===== src/sv/bis_pkg.sv =====
// shared types and constants for the bilinear image scaler
package bis_pkg;

    localparam int FRAC_BITS     = 18;
    localparam int POS_W         = 37;
    localparam int IPART_W       = POS_W - FRAC_BITS;
    localparam int SIZE_W        = 9;
    localparam int COORD_W       = 8;
    localparam int WGT_W         = 9;
    localparam int PROD_W        = 17;
    localparam int STEP_W        = 24;
    localparam int OFS_W         = 25;
    localparam int DST_W         = 10;
    localparam int CFG_IDX_W     = 3;
    localparam int CFG_DATA_W    = 25;
    localparam int TDATA_W       = 48;

    localparam logic [SIZE_W-1:0] MAX_SRC_WIDTH  = 9'd256;
    localparam logic [SIZE_W-1:0] MAX_SRC_HEIGHT = 9'd256;
    localparam logic [WGT_W-1:0]  ONE_WEIGHT     = 9'h100;
    localparam logic [POS_W-1:0]  ROUND_HALF     = 37'h8000;
    localparam logic [FRAC_BITS:0] FRAC_ROUND    = 19'h200;

    localparam logic CMD_LOAD  = 1'b0;
    localparam logic CMD_QUERY = 1'b1;

    localparam logic [CFG_IDX_W-1:0] REG_SRC_WIDTH  = 3'd0;
    localparam logic [CFG_IDX_W-1:0] REG_SRC_HEIGHT = 3'd1;
    localparam logic [CFG_IDX_W-1:0] REG_X_STEP     = 3'd2;
    localparam logic [CFG_IDX_W-1:0] REG_Y_STEP     = 3'd3;
    localparam logic [CFG_IDX_W-1:0] REG_X_OFFSET   = 3'd4;
    localparam logic [CFG_IDX_W-1:0] REG_Y_OFFSET   = 3'd5;

    typedef enum logic [2:0] {
        S_IDLE,
        S_MX,
        S_MY,
        S_SY,
        S_WT,
        S_AC,
        S_DONE
    } t_state;

    typedef struct packed {
        logic [COORD_W-1:0] c0;
        logic [COORD_W-1:0] c1;
        logic [WGT_W-1:0]   f;
    } t_split;

endpackage


===== src/sv/bis_mac.sv =====
// shared multiply-add unit: a * b + c
module bis_mac (
    input  logic [bis_pkg::STEP_W-1:0]       i_a,
    input  logic [bis_pkg::DST_W-1:0]        i_b,
    input  logic signed [bis_pkg::POS_W-1:0] i_c,
    output logic signed [bis_pkg::POS_W-1:0] o_res
);
    import bis_pkg::*;

    logic [STEP_W+DST_W-1:0] prod;

    assign prod  = i_a * i_b;
    assign o_res = i_c + signed'({{(POS_W-STEP_W-DST_W){1'b0}}, prod});

endmodule


===== config.mk =====
export PLATFORM = sky130hd
export DESIGN_NAME = bis_mac
export DESIGN_NICKNAME = d
export VERILOG_FILES = /design/src/sv/bis_pkg.sv /design/src/sv/bis_mac.sv
export SDC_FILE = /design/constraint.sdc
export NUM_CORES = 1
export LEC_CHECK = 0
export ABC_AREA = 1
export BUFFER_PORTS_ARGS = -buffer_cell sky130_fd_sc_hd__buf_2
export CELL_PAD_IN_SITES_DETAIL_PLACEMENT = 1
export CELL_PAD_IN_SITES_GLOBAL_PLACEMENT = 1
export CORE_MARGIN = 4
export CORE_UTILIZATION = 48
export DETAILED_ROUTE_END_ITERATION = 10
export PLACE_DENSITY_LB_ADDON = 0.1
export RECOVER_POWER = 100
export REMOVE_ABC_BUFFERS = 1
export SLEW_MARGIN = 10
export SYNTH_ARGS = -nofsm -noshare
export SYNTH_HDL_FRONTEND = slang
export SYNTH_SLANG_ARGS = --single-unit

===== constraint.sdc =====
create_clock -name vclk -period 13.55
set_input_delay 0.6775 -clock vclk [all_inputs]
set_output_delay 0.6775 -clock vclk [all_outputs]
set_load 0.01 [all_outputs]

## Yosys cells after proc, flatten, opt, wreduce, memory -nomap -nowiden

Cells that the tools add are included.

| word-level totals | value |
|---|---|
| flip-flop bits (word level) | 0 |
| output and inout bits | 37 |
| word-level logic and storage cells | 2 |

| cells by class | value |
|---|---|
| $add $sub $neg | 1 |
| multipliers | 1 |

Operators with widths:

| operator | number |
|---|---|
| $add A37 B35 Y37 | 1 |
| $mul A24 B10 Y34 | 1 |

## Logic depth before layout (Yosys ltp)

Gate-level depths: netlist of the first run.

| depth | value |
|---|---|
| word-level depth | 2 |
| mapped depth | 36 |
| depth with buffers taken out | 35 |

## Least setup slack after synthesis of the first run

OpenSTA, ideal clock, no wires.

| path | value |
|---|---|
| kind | in2out |
| from | input i_a[7] (netlist name) |
| to | output o_res[36] (netlist name) |
| arrival | 5,893 ps |
| setup slack | 6,980 ps |
| stages | 32 |
| buffers on the path | 1 |
| cell sequence | buf_1 > nand2_1 > fa_1 > inv_1 > fa_1 > inv_1 > fa_1 > inv_1 > fa_1 > inv_1 > fa_1 > inv_1 > ha_1 > nand2_1 > nand2_1 > nand2_1 > nand2_1 > nand3b_1 > nand3_1 > nand2_1 > xor2_1 > ha_1 > nand2_1 > inv_1 > nand2_1 > nor2_1 > nand4_1 > nand3_2 > nand2_1 > nand2_1 > nand2_1 > nand2_1 |

| on the way | value |
|---|---|
| cells in the longest elaborated chain, start to end | 2 |

RTL lines:

| what | line | source |
|---|---|---|
| from (decl) | bis_mac.sv:3 | `input logic [bis_pkg::STEP_W-1:0] i_a,` |
| $mul A24 B10 Y34 | bis_mac.sv:12 | `assign prod = i_a * i_b;` |
| $add A37 B35 Y37 | bis_mac.sv:13 | `assign o_res = i_c + signed'({{(POS_W-STEP_W-DST_W){1'b0}}, prod});` |
| to (decl) | bis_mac.sv:6 | `output logic signed [bis_pkg::POS_W-1:0] o_res` |

No other way between the ends.

## Worst setup path in the final report of the first run

| path | value |
|---|---|
| from | input i_b[3] (netlist name) |
| to | output o_res[27] (netlist name) |

| on the way | value |
|---|---|
| cells in the longest elaborated chain, start to end | 2 |

RTL lines:

| what | line | source |
|---|---|---|
| from (decl) | bis_mac.sv:4 | `input logic [bis_pkg::DST_W-1:0] i_b,` |
| $mul A24 B10 Y34 | bis_mac.sv:12 |  |
| $add A37 B35 Y37 | bis_mac.sv:13 |  |

No other way between the ends.

==> metrics.csv, run 1 <==
metric;value;unit
tightest_slew;1220;ps
firstDrtPassIters;5;
cp_max_fo;24;
final_cells;2046;
fp-row-count;54;
critPathMaxStageDelay;870;ps
timing.critical_path.mode_cell;nand2_1;
syn_avg_cell_area;6.29;um^2
grt_remaining_overflow;0;
gp_congestion;0.888;
track_usage;26.5;%
dieArea;0.0248;mm^2
grt_pass1_vias;11600;
timing.final.crit_share;60.3;%
critPathRequiredTime;12870;ps
initial_utilization;48.9;%
cts_setup_buffers;0;
startpoint_type;input pin;
final_util;51.9;%
fin_setup_tns;0;ps
yosys_warnings;0;
fill_cells;3126;
drv_slew;0;
drc;0;
slowest_stage;clkbuf_1;
syn_inst;1702;
grt_pass1_wl;54000;um
antennaDiodeCount;0;
area_delta_synth_final;6.10;%
hp-class;in -> out;
fp.coreArea;0.0219;mm^2
synthTopCellsByArea;fa_1 33%, nand2_1 21%, inv_1 16%;
dp_cells;2046;
crit_path_start;i_b[3];
dr.first_iter.drc_count;448;
critical_path_depth;31;
cap_violations;0;
ios;108;
vias;10400;
end_kind;primary output;
timing.final.crit_period;8170;ps
via_per_inst;5.09;
ctsResizeCount;0;
wl;31600;um
hpwl;28300;um
ys_seq_area_share;0;%
fp.dieH;157;um
crit_family;adder cells;
antenna_found_initial;0;
cts_hold_buf;0;
die_width;157;um
criticalPathCategory;in -> out;
yosysTopAreaCell;fa_1;
synth_top_area_share;32.7;%
wl_per_cell;15.5;um
synth_area;0.0107;mm^2
outcome;finished clean;
grt_max_degree;25;
rsz0062_at_grt;false;
hold_viol_final;0;
fmax;0.122;GHz
ys_types;26;
whs_path_depth;3;
critPathBufInv;8;
port_buffers;108;
seq_area;0;um^2
flops_and_latches;0;
setup_viol;0;
arrival;7490;ps
max_slew_margin;18.8;%
endpoint;o_res[27];
drive_gt1_share;5.32;%
clkbuf_count;0;
holdWs;1670;ps
final_antenna_net_count;0;
num-nets-final;2119;
layout make-up:
type	instances	area, um^2	share of cell area (%)
tap	280	350	3.08
multi-input combinational	1201	8790	77.3
inverter	457	1720	15.1
timing repair buffer	108	510	4.49
per-stage QoR:
step	setup slack [ps]	area, um^2
global route	4910	11400
detailed placement	5980	11400
CTS	5970	11400
finish	5380	11400
floorplan	7300	10500
global placement	6030	11400
cell families after synthesis:
family	after synthesis	synth area share, %
XOR/XNOR	37	3.03
adder cells (fa/ha/maj)	280	45.0
AND/OR/NAND/NOR	768	28.7
buffers and inverters	501	17.6
AO/OA/AOI/OAI	116	5.74
how the worst min path moves through the flow:
stage | from | to | slack, ps
final | i_c[0] | o_res[0] | 1670
after global routing | i_c[0] | o_res[0] | 1690
after CTS | i_c[0] | o_res[0] | 1680
after detailed placement | i_c[0] | o_res[0] | 1670
after global placement | i_c[0] | o_res[0] | 1660
after floorplan | i_c[35] | o_res[35] | 1490
cell usage in the layout (no fill, tap or decap), types with 6 or more instances in the layout:
cell type / synthesis / final
xnor2_1: 7 / 7
a21oi_1: 69 / 69
nor2_1: 81 / 83
nand2_2: 13 / 6
ha_1: 105 / 105
nand3_1: 48 / 52
nand2_1: 591 / 598
xor2_1: 30 / 30
clkbuf_1: 35 / 24
buf_2: 0 / 84
nor3_1: 15 / 15
fa_1: 175 / 175
o21ai_0: 32 / 32
inv_1: 457 / 457
o21bai_1: 9 / 9
per-layer routing:
metal  global-route usage, %  share of wire (%)  vias up
li1                        -                  -     5070
met1                    33.4                 44     5106
met2                    50.8                 52      173
met3                   0.907                2.3       56
met4                    4.71                1.9        0
met5                       0                  0        -
worst min-delay path: cells and delay by family:
family | cells | cell delay [ps]
buffers and inverters | 2 | 200
adder cells (fa/ha/maj) | 1 | 120
cell usage after synthesis (all sizes together):
cell    number
o21ai       32
xor2        30
nand3b       1
xnor2        7
a21o         1
nor2        83
o21bai       9
and2         3
buf          9
fa         175
nor3        16
nand2      604
nand3       55
a31oi        3
nor4         2
a21oi       69
clkbuf      35
ha         105
a21boi       1
o211ai       1
inv        457
nand4        4
Power of run 1 is not shown: default switching activity piles up to over one toggle a cycle in this logic, so the estimate is an artifact.
==> run 2: changes to the inputs <==
--- a/config.mk
+++ b/config.mk
@@ -10,7 +10,7 @@
 export CELL_PAD_IN_SITES_DETAIL_PLACEMENT = 1
 export CELL_PAD_IN_SITES_GLOBAL_PLACEMENT = 1
 export CORE_MARGIN = 4
-export CORE_UTILIZATION = 48
+export CORE_UTILIZATION = 45
 export DETAILED_ROUTE_END_ITERATION = 10
 export PLACE_DENSITY_LB_ADDON = 0.1
 export RECOVER_POWER = 100
==> constraint.sdc (replaced) <==
create_clock -name vclk -period 8.56
set_input_delay 0.428 -clock vclk [all_inputs]
set_output_delay 0.428 -clock vclk [all_outputs]
set_load 0.01 [all_outputs]
==> metrics.csv, run 2 (synthesized netlist as in run 1, its figures left out) <==
metric;value;unit;change
outcome;finished clean;;
ios;108;;unchanged
critPathMaxStageDelay;560;ps;-310 ps
drc;0;;unchanged
wl_per_cell;15.3;um;-1.1%
num-nets-final;2119;;unchanged
grt_pass1_wl;53600;um;-0.63%
dieArea;0.0263;mm^2;+6.3%
track_usage;24.7;%;-1.8 points
grt_max_degree;25;;unchanged
final_area;0.0114;mm^2;+0.46%
setup_viol;0;;unchanged
dr.first_iter.drc_count;434;;-3.1%
ctsResizeCount;0;;unchanged
slowest_stage;fa_1;;
gp_congestion;0.900;;+1.3%
cts_setup_buffers;0;;unchanged
vias;10300;;-1.1%
antenna_found_initial;0;;unchanged
end_kind;primary output;;
grt_pass1_vias;11300;;-2.5%
port_buffers;108;;unchanged
via_per_inst;4.94;;-2.9%
endpoint;o_res[27];;
startpoint_type;input pin;;
fp.coreArea;0.0235;mm^2;+7.2%
initial_utilization;45.6;%;-3.3 points
firstDrtPassIters;5;;unchanged
rsz0062_at_grt;false;;
hpwl;28400;um;+0.38%
grt_remaining_overflow;0;;unchanged
antennaDiodeCount;0;;unchanged
fmax;0.136;GHz;
timing.final.crit_period;7360;ps;
crit_path_start;i_b[1];;
placed_cell_area;0.0115;mm^2;+0.43%
dpl_worst_slack;1330;ps;-4640 ps
fill_cells;3330;;+6.5%
flops_and_latches;0;;unchanged
layout_common_cells;599 x nand2_1, 457 x inv_1, 175 x fa_1;;
cap_violations;0;;unchanged
hold_viol_final;0;;unchanged
timing.final.crit_share;85.9;%;
critPathRequiredTime;8130;ps;-4740 ps
seq_area;0;um^2;unchanged
criticalPathCategory;in -> out;;
drv_slew;0;;unchanged
fp.dieH;162;um;+3.1%
setup_ws;1200;ps;-4180 ps
final_cells;2085;;+1.9%
hp-class;in -> out;;
final_common_cell;nand2_1;;
area_delta_synth_final;6.59;%;
cts_hold_buf;0;;unchanged
drive_gt1_share;5.49;%;+0.17 points
tightest_slew;1190;ps;-27.8 ps
max_slew_margin;20.6;%;+1.9 points
wl;31900;um;+0.81%
clkbuf_count;0;;unchanged
cp_max_fo;24;;unchanged
final_antenna_net_count;0;;unchanged
dp_cells;2085;;+1.9%
fp-row-count;56;;+3.7%
die_width;162;um;+3.1%
fin_setup_tns;0;ps;unchanged
arrival;6930;ps;-560 ps
-- run 2: cell types whose count changed in the layout (fill, tap and decap cells not counted), sizes merged --
cell    previous run  this run
buf               84        87
clkbuf            24        21
-- run 2: critical path: cells and delay by family --
kind,cells,cell delay [ps]
and+or+nand+nor,10,1490
AOI/OAI and AO/OA,3,520
buffers and inverters,9,970
xor gates and xnor gates,1,280
adders and majority gates,7,3220
-- run 2: how the worst min path moves through the flow --
stage	slack, ps	from	to	cells after the start
global route	1190	i_c[0]	o_res[0]	3
global placement	1160	i_c[0]	o_res[0]	3
finish	1170	i_c[0]	o_res[0]	3
floorplan	1000	i_c[35]	o_res[35]	2
detailed placement	1180	i_c[0]	o_res[0]	3
CTS	1180	i_c[0]	o_res[0]	3
-- run 2: area by class of cell --
cell class	instances	area [um^2]	share of cell area [%]
Multi-Input combinational cell	1201	8790	77.0
Inverter	457	1720	15.0
Timing Repair Buffer	108	514	4.50
Tap cell	319	399	3.50
-- run 2: per-stage QoR --
step	utilization, %	hold WS, ps
floorplan	-	995
global placement	48.9	1160
detailed placement	48.9	1180
CTS	48.9	1180
global route	48.6	1190
finish	48.6	1170
-- run 2: routing by layer --
metal | global-route usage (%) | part of all wire [%] | vias up
met4 | 2.81 | 1.3 | 0
li1 | - | - | 5063
met2 | 47.5 | 52 | 142
met5 | 0 | 0 | -
met3 | 0.558 | 2.2 | 32
met1 | 31.9 | 45 | 5056
Power of run 2 is left out for the same reason.
