==> config.mk <==
export PLATFORM = sky130hd
export DESIGN_NAME = bis_split
export DESIGN_NICKNAME = d
export VERILOG_FILES = /design/src/sv/bis_pkg.sv /design/src/sv/bis_split.sv
export SDC_FILE = /design/constraint.sdc
export NUM_CORES = 1
export LEC_CHECK = 0
export ABC_AREA = 1
export ABC_CLOCK_PERIOD_IN_PS = 3600
export BUFFER_PORTS_ARGS = -buffer_cell sky130_fd_sc_hd__clkbuf_2
export CELL_PAD_IN_SITES_DETAIL_PLACEMENT = 0
export CELL_PAD_IN_SITES_GLOBAL_PLACEMENT = 1
export CORE_ASPECT_RATIO = 1.5
export CORE_MARGIN = 1
export CORE_UTILIZATION = 28
export DETAILED_ROUTE_END_ITERATION = 12
export PLACE_DENSITY_LB_ADDON = 0.1
export SLEW_MARGIN = 20
export SYNTH_ARGS = -nofsm -noshare
export SYNTH_HDL_FRONTEND = slang
export SYNTH_SLANG_ARGS = --single-unit
export TNS_END_PERCENT = 1
==> constraint.sdc <==
create_clock -name vclk -period 3.6
set_input_delay 0.18 -clock vclk [all_inputs]
set_output_delay 0.18 -clock vclk [all_outputs]
set_load 0.01 [all_outputs]
==> src/sv/bis_pkg.sv <==
// shared types and constants for the bilinear image scaler
package bis_pkg;

    localparam int FRAC_BITS     = 18;
    localparam int POS_W         = 37;
    localparam int IPART_W       = POS_W - FRAC_BITS;
    localparam int SIZE_W        = 9;
    localparam int COORD_W       = 8;
    localparam int WGT_W         = 9;
    localparam int PROD_W        = 17;
    localparam int STEP_W        = 24;
    localparam int OFS_W         = 25;
    localparam int DST_W         = 10;
    localparam int CFG_IDX_W     = 3;
    localparam int CFG_DATA_W    = 25;
    localparam int TDATA_W       = 48;

    localparam logic [SIZE_W-1:0] MAX_SRC_WIDTH  = 9'd256;
    localparam logic [SIZE_W-1:0] MAX_SRC_HEIGHT = 9'd256;
    localparam logic [WGT_W-1:0]  ONE_WEIGHT     = 9'h100;
    localparam logic [POS_W-1:0]  ROUND_HALF     = 37'h8000;
    localparam logic [FRAC_BITS:0] FRAC_ROUND    = 19'h200;

    localparam logic CMD_LOAD  = 1'b0;
    localparam logic CMD_QUERY = 1'b1;

    localparam logic [CFG_IDX_W-1:0] REG_SRC_WIDTH  = 3'd0;
    localparam logic [CFG_IDX_W-1:0] REG_SRC_HEIGHT = 3'd1;
    localparam logic [CFG_IDX_W-1:0] REG_X_STEP     = 3'd2;
    localparam logic [CFG_IDX_W-1:0] REG_Y_STEP     = 3'd3;
    localparam logic [CFG_IDX_W-1:0] REG_X_OFFSET   = 3'd4;
    localparam logic [CFG_IDX_W-1:0] REG_Y_OFFSET   = 3'd5;

    typedef enum logic [2:0] {
        S_IDLE,
        S_MX,
        S_MY,
        S_SY,
        S_WT,
        S_AC,
        S_DONE
    } t_state;

    typedef struct packed {
        logic [COORD_W-1:0] c0;
        logic [COORD_W-1:0] c1;
        logic [WGT_W-1:0]   f;
    } t_split;

endpackage

==> src/sv/bis_split.sv <==
// splits a fixed-point position into clamped neighbor coordinates and a weight
module bis_split (
    input  logic signed [bis_pkg::POS_W-1:0] i_pos,
    input  logic [bis_pkg::SIZE_W-1:0]       i_size,
    input  logic                             i_is_y,
    output bis_pkg::t_split                  o_split
);
    import bis_pkg::*;

    logic [SIZE_W-1:0]    size_max;
    logic [SIZE_W-1:0]    size_eff;
    logic [COORD_W-1:0]   last;
    logic [IPART_W-1:0]   ipart;
    logic [FRAC_BITS:0]   frac_sum;
    logic                 neg;
    logic                 ge;
    logic [COORD_W-1:0]   c0;

    always_comb begin
        size_max = i_is_y ? MAX_SRC_HEIGHT : MAX_SRC_WIDTH;
        if (i_size == '0) begin
            size_eff = SIZE_W'(1);
        end else if (i_size > size_max) begin
            size_eff = size_max;
        end else begin
            size_eff = i_size;
        end
        last     = COORD_W'(size_eff - SIZE_W'(1));
        ipart    = i_pos[POS_W-1:FRAC_BITS];
        neg      = i_pos[POS_W-1];
        ge       = ipart >= IPART_W'(last);
        frac_sum = {1'b0, i_pos[FRAC_BITS-1:0]} + FRAC_ROUND;
        if (neg) begin
            c0 = '0;
        end else if (ge) begin
            c0 = last;
        end else begin
            c0 = ipart[COORD_W-1:0];
        end
        o_split.c0 = c0;
        o_split.f  = frac_sum[FRAC_BITS:FRAC_BITS-8];
        if (i_is_y) begin
            // top and bottom edges duplicate the clamped row
            o_split.c1 = (neg || ge) ? c0 : c0 + COORD_W'(1);
        end else begin
            o_split.c1 = (c0 < last) ? c0 + COORD_W'(1) : last;
        end
    end

endmodule

---- Word-level counts from Yosys, hierarchy flattened ----
Index checks and enable logic that the tools add are counted.
storage, ports and cells
  register bits ........................... 0
  input bits .............................. 47
  output and inout port bits .............. 25
operators by class
  add/subtract/negate cells ............... 3
  order comparisons ....................... 3
  muxes and demuxes ....................... 7
  reduce and logical (&&, ||, !) cells .... 2
operators by type and width
  kind                      number
  $mux W8                   7
  $add A18 B10 Y19 const B  1
  $ge A19 B8 Y1             1
  $gt A9 B9 Y1 const B      1
  $logic_not A9 Y1          1
  $add A8 B1 Y8 const B     1
  $lt A8 B8 Y1              1
  $sub A8 B1 Y8 const B     1
  $logic_or A1 B1 Y1        1

---- Depth between registers and ports, before layout ----
Gate-level depths: netlist of the first run.
  depth in word-level cells ............... 10
  depth in mapped cells ................... 34
  mapped depth without buffers ............ 33

---- Least setup slack after synthesis of the first run ----
OpenSTA, ideal clock, no wires.
  path kind ............................... input to output
  start point ............................. input i_size[3] in the netlist's numbering
  end point ............................... output o_split[15] in the netlist's numbering
  arrival ................................. 3803 ps
  required time ........................... 3420 ps
  path slack .............................. -383 ps
  stages on the path ...................... 28
  path buffers ............................ 0
  cell sequence ........................... nor2_1 nand2_1 nor2_2 nand2_1 nand2_1 nand2_2 ha_1 xor2_1 ha_1 a21oi_1 o21ai_0 a21oi_1 o21ai_0 nand4_1 nand2_1 nand2_2 nand2_4 nand2_1 nand2_1 nor2_1 ha_1 a31o_2 o21bai_1 inv_2 nand2_4 nand2_1 nand3_1 nand2_1
RTL lines
  what                line            RTL
  start: declaration  bis_split.sv:4  input logic [bis_pkg::SIZE_W-1:0] i_size,
  end: declaration    bis_split.sv:6  output bis_pkg::t_split o_split

==> run_results.csv, run 1 <==
group,metric,value,unit
outcome,outcome,"complete, but fails checks",
outcome,failed_checks,"negative setup slack",
floorplanning,io_pins,72,
final_layout,area.growth.synth_to_final,75.1,%
setup_path,cp_max_fo,8,
setup_path,startpoint_type,"input port",
sta,worst_slack,-0.219,ns
floorplanning,die_w,62.0,µm
final_layout,nets,471,
placement,dpl_cell_area,2350,µm²
yosys,yosysMostFrequentCell,"nand2_1",
yosys,syn_inst,287,
global_route,use_met3,0,%
final_layout,register_area,0,µm²
pwr,vdd.ir_drop.worst,0.0667,mV
job,cap_viol_max_count,0,
drt,viasPerCell,4.63,
final_layout,final_cell_count_no_fill,478,
sta,layout_min_cycle_time,3.82,ns
placement,dp_slack,-0.493,ns
setup_path,cpMostUsedCell,"nand2_2",
global_route,use_met1,20.6,%
sta,post-route-period-util,106,%
pwr,powerDensity,153,nW/µm²
setup_path,critPathKind,"input port to output port",
sta,fmax,262,MHz
yosys,syn_area_per_cell,5.27,µm²
yosys,synth_warnings,0,
global_route,grt_max_degree,17,
floorplanning,start_util,29.3,%
sta,maxSlewHeadroom,56.3,%
setup_path,timing.critical_path.slowest_stage_cell,"ha_4",
drt,via_count,2214,
sta,rsz0062_at_grt,"true",
final_layout,clkbuf_count,0,
global_route,antenna_found_initial,0,
drt,wl,5490,µm
final_layout,diodes,0,
sta,setup_violations,8,
drt,avgRoutedWirePerCell,11.5,µm
floorplanning,coreArea,5160,µm²
setup_path,cp.arrival,3.64,ns
worst_hold_path,hold_path_class,"input port to output port",
pwr,power.total,0.405,mW
yosys,synth_commonest_cells,"nand2_1 (89), nand3_1 (42), nor2_1 (36)",
yosys,syn-cell-area,1510,µm²
setup_path,critPathTopFamily,"simple AND/OR/NAND/NOR gates",
yosys,ys_types,30,
floorplanning,fp.dieH,92.0,µm
drt,drt_first_iter_violations,62,
setup_path,critPathBufInv,3,
sta,hold_viol,0,
yosys,synth_top_area_cell,"nand2_1",
setup_path,end_kind,"output port",
yosys,synthTopCellsByArea,"nand2_1 (22%), nand3_1 (14%), ha_1 (9.9%), nor2_1 (8.9%), inv_1 (8.7%)",
global_route,grt_pass1_vias,2092,
final_layout,n_sequential_cell,0,
final_layout,layout-drive-gt1-share,50.5,%
yosys,netlist.area_leader.share,22.1,%
placement,dp.cells,465,
final_layout,final_area,2650,µm²
floorplanning,row_count,32,
drt,drc,0,
global_route,track_usage,19.9,%
global_route,grt_pass1_wl,8820,µm
placement,gp_congestion,0.814,
global_route,use_met2,42.0,%
final_layout,fillCellCount,587,
pwr,p_leak,1.42,nW
global_route,busiest_layer,"met2",
drt,detail-route-antenna-nets,0,
sta,tns,-1.67,ns
yosys,synth_nets,346,
sta,slew_viol_final,0,
clock_tree,hold_buffers,0,
placement,port_buffers,63,
drt,dr.pass1.iters,4,
floorplanning,die_area,5710,µm²
setup_path,slowest_delay,0.27,ns
placement,dp_hpwl,4620,µm
global_route,gr-total-overflow,0,
setup_path,required,3.42,ns
sta,worst_pin_slew,0.655,ns
yosys,seq_area_frac_synth,0,%
placed cells by master, fill, tap and decap left out, types with 3 or more instances in the layout:
cell type,instances
nand3b_1,3
nor3_1,4
nand4_1,6
buf_2,5
xor2_1,8
nand2_1,69
nor2_4,10
nand2_2,23
nor2_1,24
nand3_2,3
nor2_2,15
ha_4,5
inv_1,32
ha_1,6
a21oi_2,3
inv_2,4
o21ai_0,4
nand3_1,40
clkbuf_2,57
buf_4,59
nand2_4,7
metrics by stage:
stage | hold slack [ns] | utilization (%)
global route | 0.692 | 51.3
finish | 0.653 | 51.3
floorplan | 0.440 | -
CTS | 0.652 | 48.5
detailed placement | 0.652 | 45.4
global placement | 0.648 | 45.4
worst min-delay path, delay by kind of cell:
kind,cells,cell delay [ns]
buffers and inverters,2,0.23
XOR/XNOR,1,0.06
metal layers:
layer,routed length (µm),part of all wire [%],vias up
met5,0,0,-
li1,-,-,1174
met1,2000,36,995
met2,3300,60,41
met3,125,2.3,4
met4,68,1.2,0
layout make-up:
cell class	instances	area [µm²]	area share, %
repair buffers	123	785	29.6
well taps	68	85.1	3.21
inverters	39	151	5.72
multi-input cells	248	1630	61.5
report_power, final:
part	switching, mW	internal, mW	total [mW]
Sequential	0	0	0
Combinational	0.218	0.188	0.405
Clock	0	0	0
Total	0.218	0.188	0.405
worst paths after layout:
check | start | to | slack [ns] | depth (start not counted)
worst max-delay path | i_size[5] | o_split[11] | -0.22 | 32
worst min-delay path | i_pos[11] | o_split[1] | 0.65 | 3
cells by family after synthesis:
logic type      share of synthesized area [%]
compound gates                           5.79
fa+ha+maj                                9.93
xor+xnor                                 9.43
buf+inv                                  10.7
simple gates                             64.2
what timing repair did:
action / in CTS / in global routing
gates resized for setup: 15 / 40
endpoints found under the setup margin: 8 / 8
pin swaps: 22 / 28
buffers inserted: 10 / 1
cloned: 2 / 0
Note: power is estimated with default switching activity, not from simulation.
==> inputs of run 2 (changes only) <==
--- a/config.mk
+++ b/config.mk
@@ -5,14 +5,14 @@
 export SDC_FILE = /design/constraint.sdc
 export NUM_CORES = 1
 export LEC_CHECK = 0
-export ABC_AREA = 1
+export ABC_AREA = 0
 export ABC_CLOCK_PERIOD_IN_PS = 3600
 export BUFFER_PORTS_ARGS = -buffer_cell sky130_fd_sc_hd__clkbuf_2
 export CELL_PAD_IN_SITES_DETAIL_PLACEMENT = 0
 export CELL_PAD_IN_SITES_GLOBAL_PLACEMENT = 1
 export CORE_ASPECT_RATIO = 1.5
 export CORE_MARGIN = 1
-export CORE_UTILIZATION = 28
+export CORE_UTILIZATION = 31
 export DETAILED_ROUTE_END_ITERATION = 12
 export PLACE_DENSITY_LB_ADDON = 0.1
 export SLEW_MARGIN = 20
==> run 2 against run 1 <==
  * The flow still finishes with violations (negative setup slack)
  * Flip-flop and latch count did not move
  * Synthesized cell count fell by 17%
  * Via count rose by 5.0%
  * Fmax shrank 25%
  * Area after synthesis grew 11%
  * Worst hold slack got worse by 0.021 ns
  * Routed wire length rose by 7.9%
  * Critical endpoint is now o_split[13]
  * Largest cell class unchanged
  * Largest power group unchanged
==> run_results.csv, run 2 <==
group,metric,value,unit
final_layout,nets,432,
floorplanning,row_count,32,
yosys,syn_area_per_cell,7.03,µm²
final_layout,multi_input_area,1710,µm²
setup_path,endpoint,"o_split[13]",
global_route,grt_pass1_vias,2270,
drt,drc,0,
final_layout,clkbuf_count,0,
final_layout,final_common_cell,"buf_4",
placement,gp_congestion,0.811,
final_layout,register_area,0,µm²
yosys,synthTopCellsByArea,"ha_1 (8.9%), xnor2_1 (6.3%), nor2_1 (5.6%), nand3_1 (4.8%), a21oi_1 (4.5%)",
worst_hold_path,hold_path_class,"input port to output port",
final_layout,final_area,2800,µm²
final_layout,fillCellCount,543,
yosys,yosysMostFrequentCell,"nor2_1",
sta,fmax,196,MHz
yosys,syn-cell-area,1680,µm²
global_route,grt_pass1_wl,9830,µm
drt,avgRoutedWirePerCell,13.5,µm
global_route,track_usage,20.7,%
setup_path,timing.critical_path.slowest_stage_cell,"or3_4",
sta,maxSlewHeadroom,74.0,%
yosys,seq_area_frac_synth,0,%
sta,worst_slack,-1.50,ns
drt,via_count,2324,
setup_path,cpMostUsedCell,"buf_4",
yosys,synth_nets,298,
pwr,powerDensity,132,nW/µm²
sta,hold_viol,0,
global_route,gr-total-overflow,0,
setup_path,cp.arrival,4.92,ns
setup_path,slowest_delay,0.37,ns
global_route,grt_max_degree,22,
sta,worst_pin_slew,0.385,ns
job,cap_viol_max_count,0,
pwr,vdd.ir_drop.worst,0.0584,mV
sta,layout_min_cycle_time,5.10,ns
pwr,p_leak,1.30,nW
setup_path,critPathLaunch,"i_size[4]",
sta,slew_viol_final,0,
final_layout,final_cell_mix,"buf_4 (82), clkbuf_2 (58), nor2_1 (22), nand2_1 (17), nand3_1 (16)",
floorplanning,fp.dieH,92.2,µm
floorplanning,die_area,5730,µm²
yosys,syn_inst,239,
placement,dpl_cell_area,2620,µm²
global_route,antenna_found_initial,0,
drt,detail-route-antenna-nets,0,
floorplanning,io_pins,72,
floorplanning,die_w,62.1,µm
yosys,netlist.area_leader.share,8.94,%
setup_path,startpoint_type,"input port",
yosys,synth_top_area_cell,"ha_1",
sta,post-route-period-util,142,%
yosys,synth_warnings,0,
drt,drt_first_iter_violations,70,
final_layout,area.growth.synth_to_final,66.8,%
sta,rsz0062_at_grt,"true",
outcome,outcome,"complete, but fails checks",
final_layout,finish.utilization,54.3,%
sta,setup_violations,9,
setup_path,cp_max_fo,8,
placement,port_buffers,63,
drt,dr.pass1.iters,4,
yosys,ys_types,62,
setup_path,end_kind,"output port",
final_layout,diodes,0,
final_layout,layout-drive-gt1-share,53.1,%
floorplanning,start_util,32.5,%
placement,dp_hpwl,5000,µm
yosys,synth_commonest_cells,"nor2_1 (25), nand2_1 (17), nand3_1 (16)",
outcome,failed_checks,"negative setup slack",
pwr,power.total,0.369,mW
final_layout,n_sequential_cell,0,
setup_path,critPathKind,"input port to output port",
floorplanning,coreArea,5160,µm²
setup_path,required,3.42,ns
drt,viasPerCell,5.29,
drt,wl,5930,µm
-- run 2: changes by cell type in the layout (fill, tap and decap cells not counted), sizes merged, moves of 11 or more --
cell | before | now
nand3 | 43 | 16
nor2 | 49 | 25
buf | 66 | 89
a21oi | 4 | 15
inv | 38 | 10
nand2 | 100 | 17
-- run 2: area by class of cell --
type                            count  area share [%]
Tap cell                           68            3.04
Multi-Input combinational cell    214            61.0
Inverter                           10            1.34
Timing Repair Buffer              147            34.6
-- run 2: logic make-up after synthesis --
family	Yosys count	synth area share (%)
adders and majority gates	14	10.3
and+or+nand+nor	110	35.4
buffers and inverters	25	9.98
AOI/OAI and AO/OA	67	30.8
muxes	9	6.25
xor gates and xnor gates	14	7.30
-- run 2: layer usage --
metal	wire length [µm]	up-vias	GRT usage (%)	part of all wire (%)
met3	144	12	0.498	2.4
met1	2260	1071	21.6	38
met5	0	-	0	0
met4	157	0	4.46	2.6
li1	-	1191	-	-
met2	3370	50	44.1	57
-- run 2: how the worst min path moves through the flow --
stage	cells after the start	from	slack [ns]	endpoint
finish	3	i_pos[13]	0.63	o_split[3]
global route	3	i_pos[15]	0.65	o_split[5]
CTS	3	i_pos[15]	0.64	o_split[5]
detailed placement	3	i_pos[15]	0.63	o_split[5]
global placement	3	i_pos[15]	0.63	o_split[5]
floorplan	1	i_pos[11]	0.44	o_split[1]
-- run 2: repair_timing --
action                                  CTS  global route
pin swaps                                16            16
endpoints found under the setup margin   14            15
resized for setup                        11            17
cloned                                    0             0
hold buffers                              0             0
buffers inserted                          7             1
-- run 2: stage by stage --
stage	cells	setup WS, ns	TNS [ns]	hold WS [ns]
floorplan	239	-1.66	-12.71	0.440
global placement	431	-1.54	-12.64	0.633
detailed placement	431	-1.70	-14.46	0.635
CTS	438	-1.58	-12.97	0.635
global route	439	-1.81	-15.47	0.645
finish	439	-1.50	-11.51	0.632
-- run 2: worst max-delay path, delay by kind of cell --
kind | cells | cell delay (ns)
adders and majority gates | 3 | 0.76
and+or+nand+nor | 7 | 1.24
buffers and inverters | 7 | 0.96
muxes | 2 | 0.48
AOI/OAI and AO/OA | 8 | 1.29
-- run 2: power by group --
group          internal [mW]  total, mW  switching, mW
Sequential                 0          0              0
Clock                      0          0              0
Combinational          0.189      0.369          0.180
==> inputs of run 3 (changes only) <==
--- a/config.mk
+++ b/config.mk
@@ -6,13 +6,13 @@
 export NUM_CORES = 1
 export LEC_CHECK = 0
 export ABC_AREA = 0
-export ABC_CLOCK_PERIOD_IN_PS = 3600
+export ABC_CLOCK_PERIOD_IN_PS = 5900
 export BUFFER_PORTS_ARGS = -buffer_cell sky130_fd_sc_hd__clkbuf_2
 export CELL_PAD_IN_SITES_DETAIL_PLACEMENT = 0
 export CELL_PAD_IN_SITES_GLOBAL_PLACEMENT = 1
 export CORE_ASPECT_RATIO = 1.5
-export CORE_MARGIN = 1
-export CORE_UTILIZATION = 31
+export CORE_MARGIN = 4
+export CORE_UTILIZATION = 38
 export DETAILED_ROUTE_END_ITERATION = 12
 export PLACE_DENSITY_LB_ADDON = 0.1
 export SLEW_MARGIN = 20
==> constraint.sdc (replaced) <==
create_clock -name vclk -period 5.9
set_input_delay 0.295 -clock vclk [all_inputs]
set_output_delay 0.295 -clock vclk [all_outputs]
set_load 0.01 [all_outputs]
==> run 3 against run 2 <==
  * The run now ends clean
  * First-iteration DRC count shrank 37%
  * Cell count down 21%
  * Critical path depth stayed put
  * Design area decreased by 24%
  * Core utilization shrank 4.2 points
  * Routed wire length decreased by 11%
  * Non-clock buffer count fell by 68
  * Worst hold slack better by 0.23 ns
  * Global-route usage is 1.7 points lower
  * Critical path type unchanged
  * Largest power group unchanged
==> run_results.csv, run 3 (synthesis results as in run 2) <==
group,metric,value,unit
sta,setup_violations,0,
placement,dp_slack,0.111,ns
floorplanning,fp.dieH,89.4,µm
drt,top_layer_used,"met4",
floorplanning,start_util,39.6,%
drt,avgRoutedWirePerCell,15.1,µm
drt,dr.pass1.iters,4,
sta,worst_slack,0.296,ns
drt,wl_met3,172,µm
floorplanning,row_count,29,
pwr,power.switching,0.0943,mW
final_layout,final_common_cell,"clkbuf_2",
setup_path,cp.arrival,5.31,ns
sta,rsz0062_at_grt,"false",
final_layout,layout-drive-gt1-share,38.6,%
global_route,antenna_found_initial,0,
sta,worst_pin_slew,0.622,ns
sta,tns,0,ns
sta,hold_viol,0,
final_layout,nets,364,
job,cap_viol_max_count,0,
drt,drt_first_iter_violations,44,
global_route,gr-total-overflow,0,
sta,slew_viol_final,0,
pwr,powerDensity,79.7,nW/µm²
pwr,vdd.ir_drop.worst,0.0475,mV
pwr,comb_power_share,100.0,%
setup_path,critPathKind,"input port to output port",
worst_hold_path,hold_path_class,"input port to output port",
floorplanning,die_w,62.3,µm
setup_path,startpoint_type,"input port",
sta,maxSlewHeadroom,58.2,%
sta,hold-worst-slack,0.867,ns
floorplanning,die_area,5570,µm²
final_layout,diodes,0,
global_route,track_usage,19.0,%
placement,dp_hpwl,4470,µm
setup_path,end_kind,"output port",
drt,via_count,2044,
sta,fmax,178,MHz
setup_path,cp_max_fo,6,
pwr,switching_share,55.7,%
placement,gp_congestion,0.882,
pwr,power.internal,0.0751,mW
final_layout,finish.utilization,50.0,%
drt,detail-route-antenna-nets,0,
floorplanning,coreArea,4250,µm²
sta,post-route-period-util,95.0,%
final_layout,fillCellCount,471,
floorplanning,io_pins,72,
pwr,clkPwrFrac,0,%
pwr,seq_power_share,0,%
outcome,outcome,"completed",
drt,viasPerCell,5.86,
drt,wl_met2,2790,µm
final_layout,clkbuf_count,0,
placement,port_buffers,63,
sta,layout_min_cycle_time,5.60,ns
final_layout,register_area,0,µm²
global_route,grt_max_degree,22,
final_layout,final_cell_mix,"clkbuf_2 (63), nor2_1 (23), nand2_1 (17), nand3_1 (16), buf_4 (16)",
drt,wl,5270,µm
drt,drc,0,
final_layout,n_sequential_cell,0,
global_route,grt_pass1_wl,9030,µm
final_layout,area.growth.synth_to_final,26.4,%
global_route,grt_pass1_vias,1957,
drt,wl_met1,2200,µm
pwr,p_leak,0.949,nW
setup_path,required,5.61,ns
clock_tree,cts_setup_buffers,0,
==> run 3: cell count changes in the layout (fill, tap and decap cells not counted), sizes merged <==
cell	before	now
buf	89	16
clkbuf	58	63
==> run 3: area by class of cell <==
| class | count | area (µm²) | area share (%) |
|---|---|---|---|
| inverter | 10 | 37.5 | 1.77 |
| timing repair buffer | 79 | 435 | 20.5 |
| multi-input combinational | 214 | 1590 | 75.0 |
| tap | 46 | 57.6 | 2.71 |
==> run 3: worst max-delay path, cell delays in order <==
cell       delay, ns
clkbuf_2        0.11
nor4_4          0.34
a21oi_2         0.12
nor2_2          0.12
inv_1           0.09
ha_1            0.23
xnor2_2         0.15
ha_1            0.29
and4_1          0.22
nand4_1         0.12
a2111oi_2       0.25
o2111ai_1       0.18
maj3_2          0.36
nand3b_4        0.13
nor2_1          0.06
a211oi_2        0.19
ha_1            0.31
nor3b_1         0.16
o21a_1          0.16
o221ai_1        0.17
a311oi_1        0.11
mux2i_1         0.19
o2111ai_2       0.16
buf_4           0.19
mux2_4          0.29
o22ai_2         0.13
clkbuf_2        0.15
==> run 3: layer usage <==
| metal | global-route usage, % | vias up |
|---|---|---|
| li1 | - | 1050 |
| met1 | 22.8 | 937 |
| met2 | 37.6 | 49 |
| met3 | 0.503 | 8 |
| met4 | 3.28 | 0 |
| met5 | 0 | - |
==> run 3: power groups by stage <==
stage	registers, mW	logic [mW]	clock network [mW]
CTS	0	0.169	0
global placement	0	0.168	0
detailed placement	0	0.169	0
floorplan	0	0.110	0
global route	0	0.189	0
finish	0	0.169	0
==> run 3: worst paths after layout <==
path | start | endpoint | slack, ns | cells past startpoint
worst max-delay path | i_size[4] | o_split[13] | 0.30 | 27
worst min-delay path | i_pos[15] | o_split[5] | 0.87 | 3
==> run 3: per-stage QoR <==
| stage | power (mW) | instances | instance area [µm²] |
|---|---|---|---|
| floorplan | 0.110 | 239 | 1730 |
| global placement | 0.168 | 349 | 2090 |
| detailed placement | 0.169 | 349 | 2090 |
| CTS | 0.169 | 349 | 2090 |
| global route | 0.189 | 349 | 2120 |
| finish | 0.169 | 349 | 2120 |
==> run 3: what timing repair did <==
item	CTS	global route
endpoints found under the setup margin	0	8
endpoints found under the hold margin	0	0
resized for setup	0	7
hold buffers	0	0
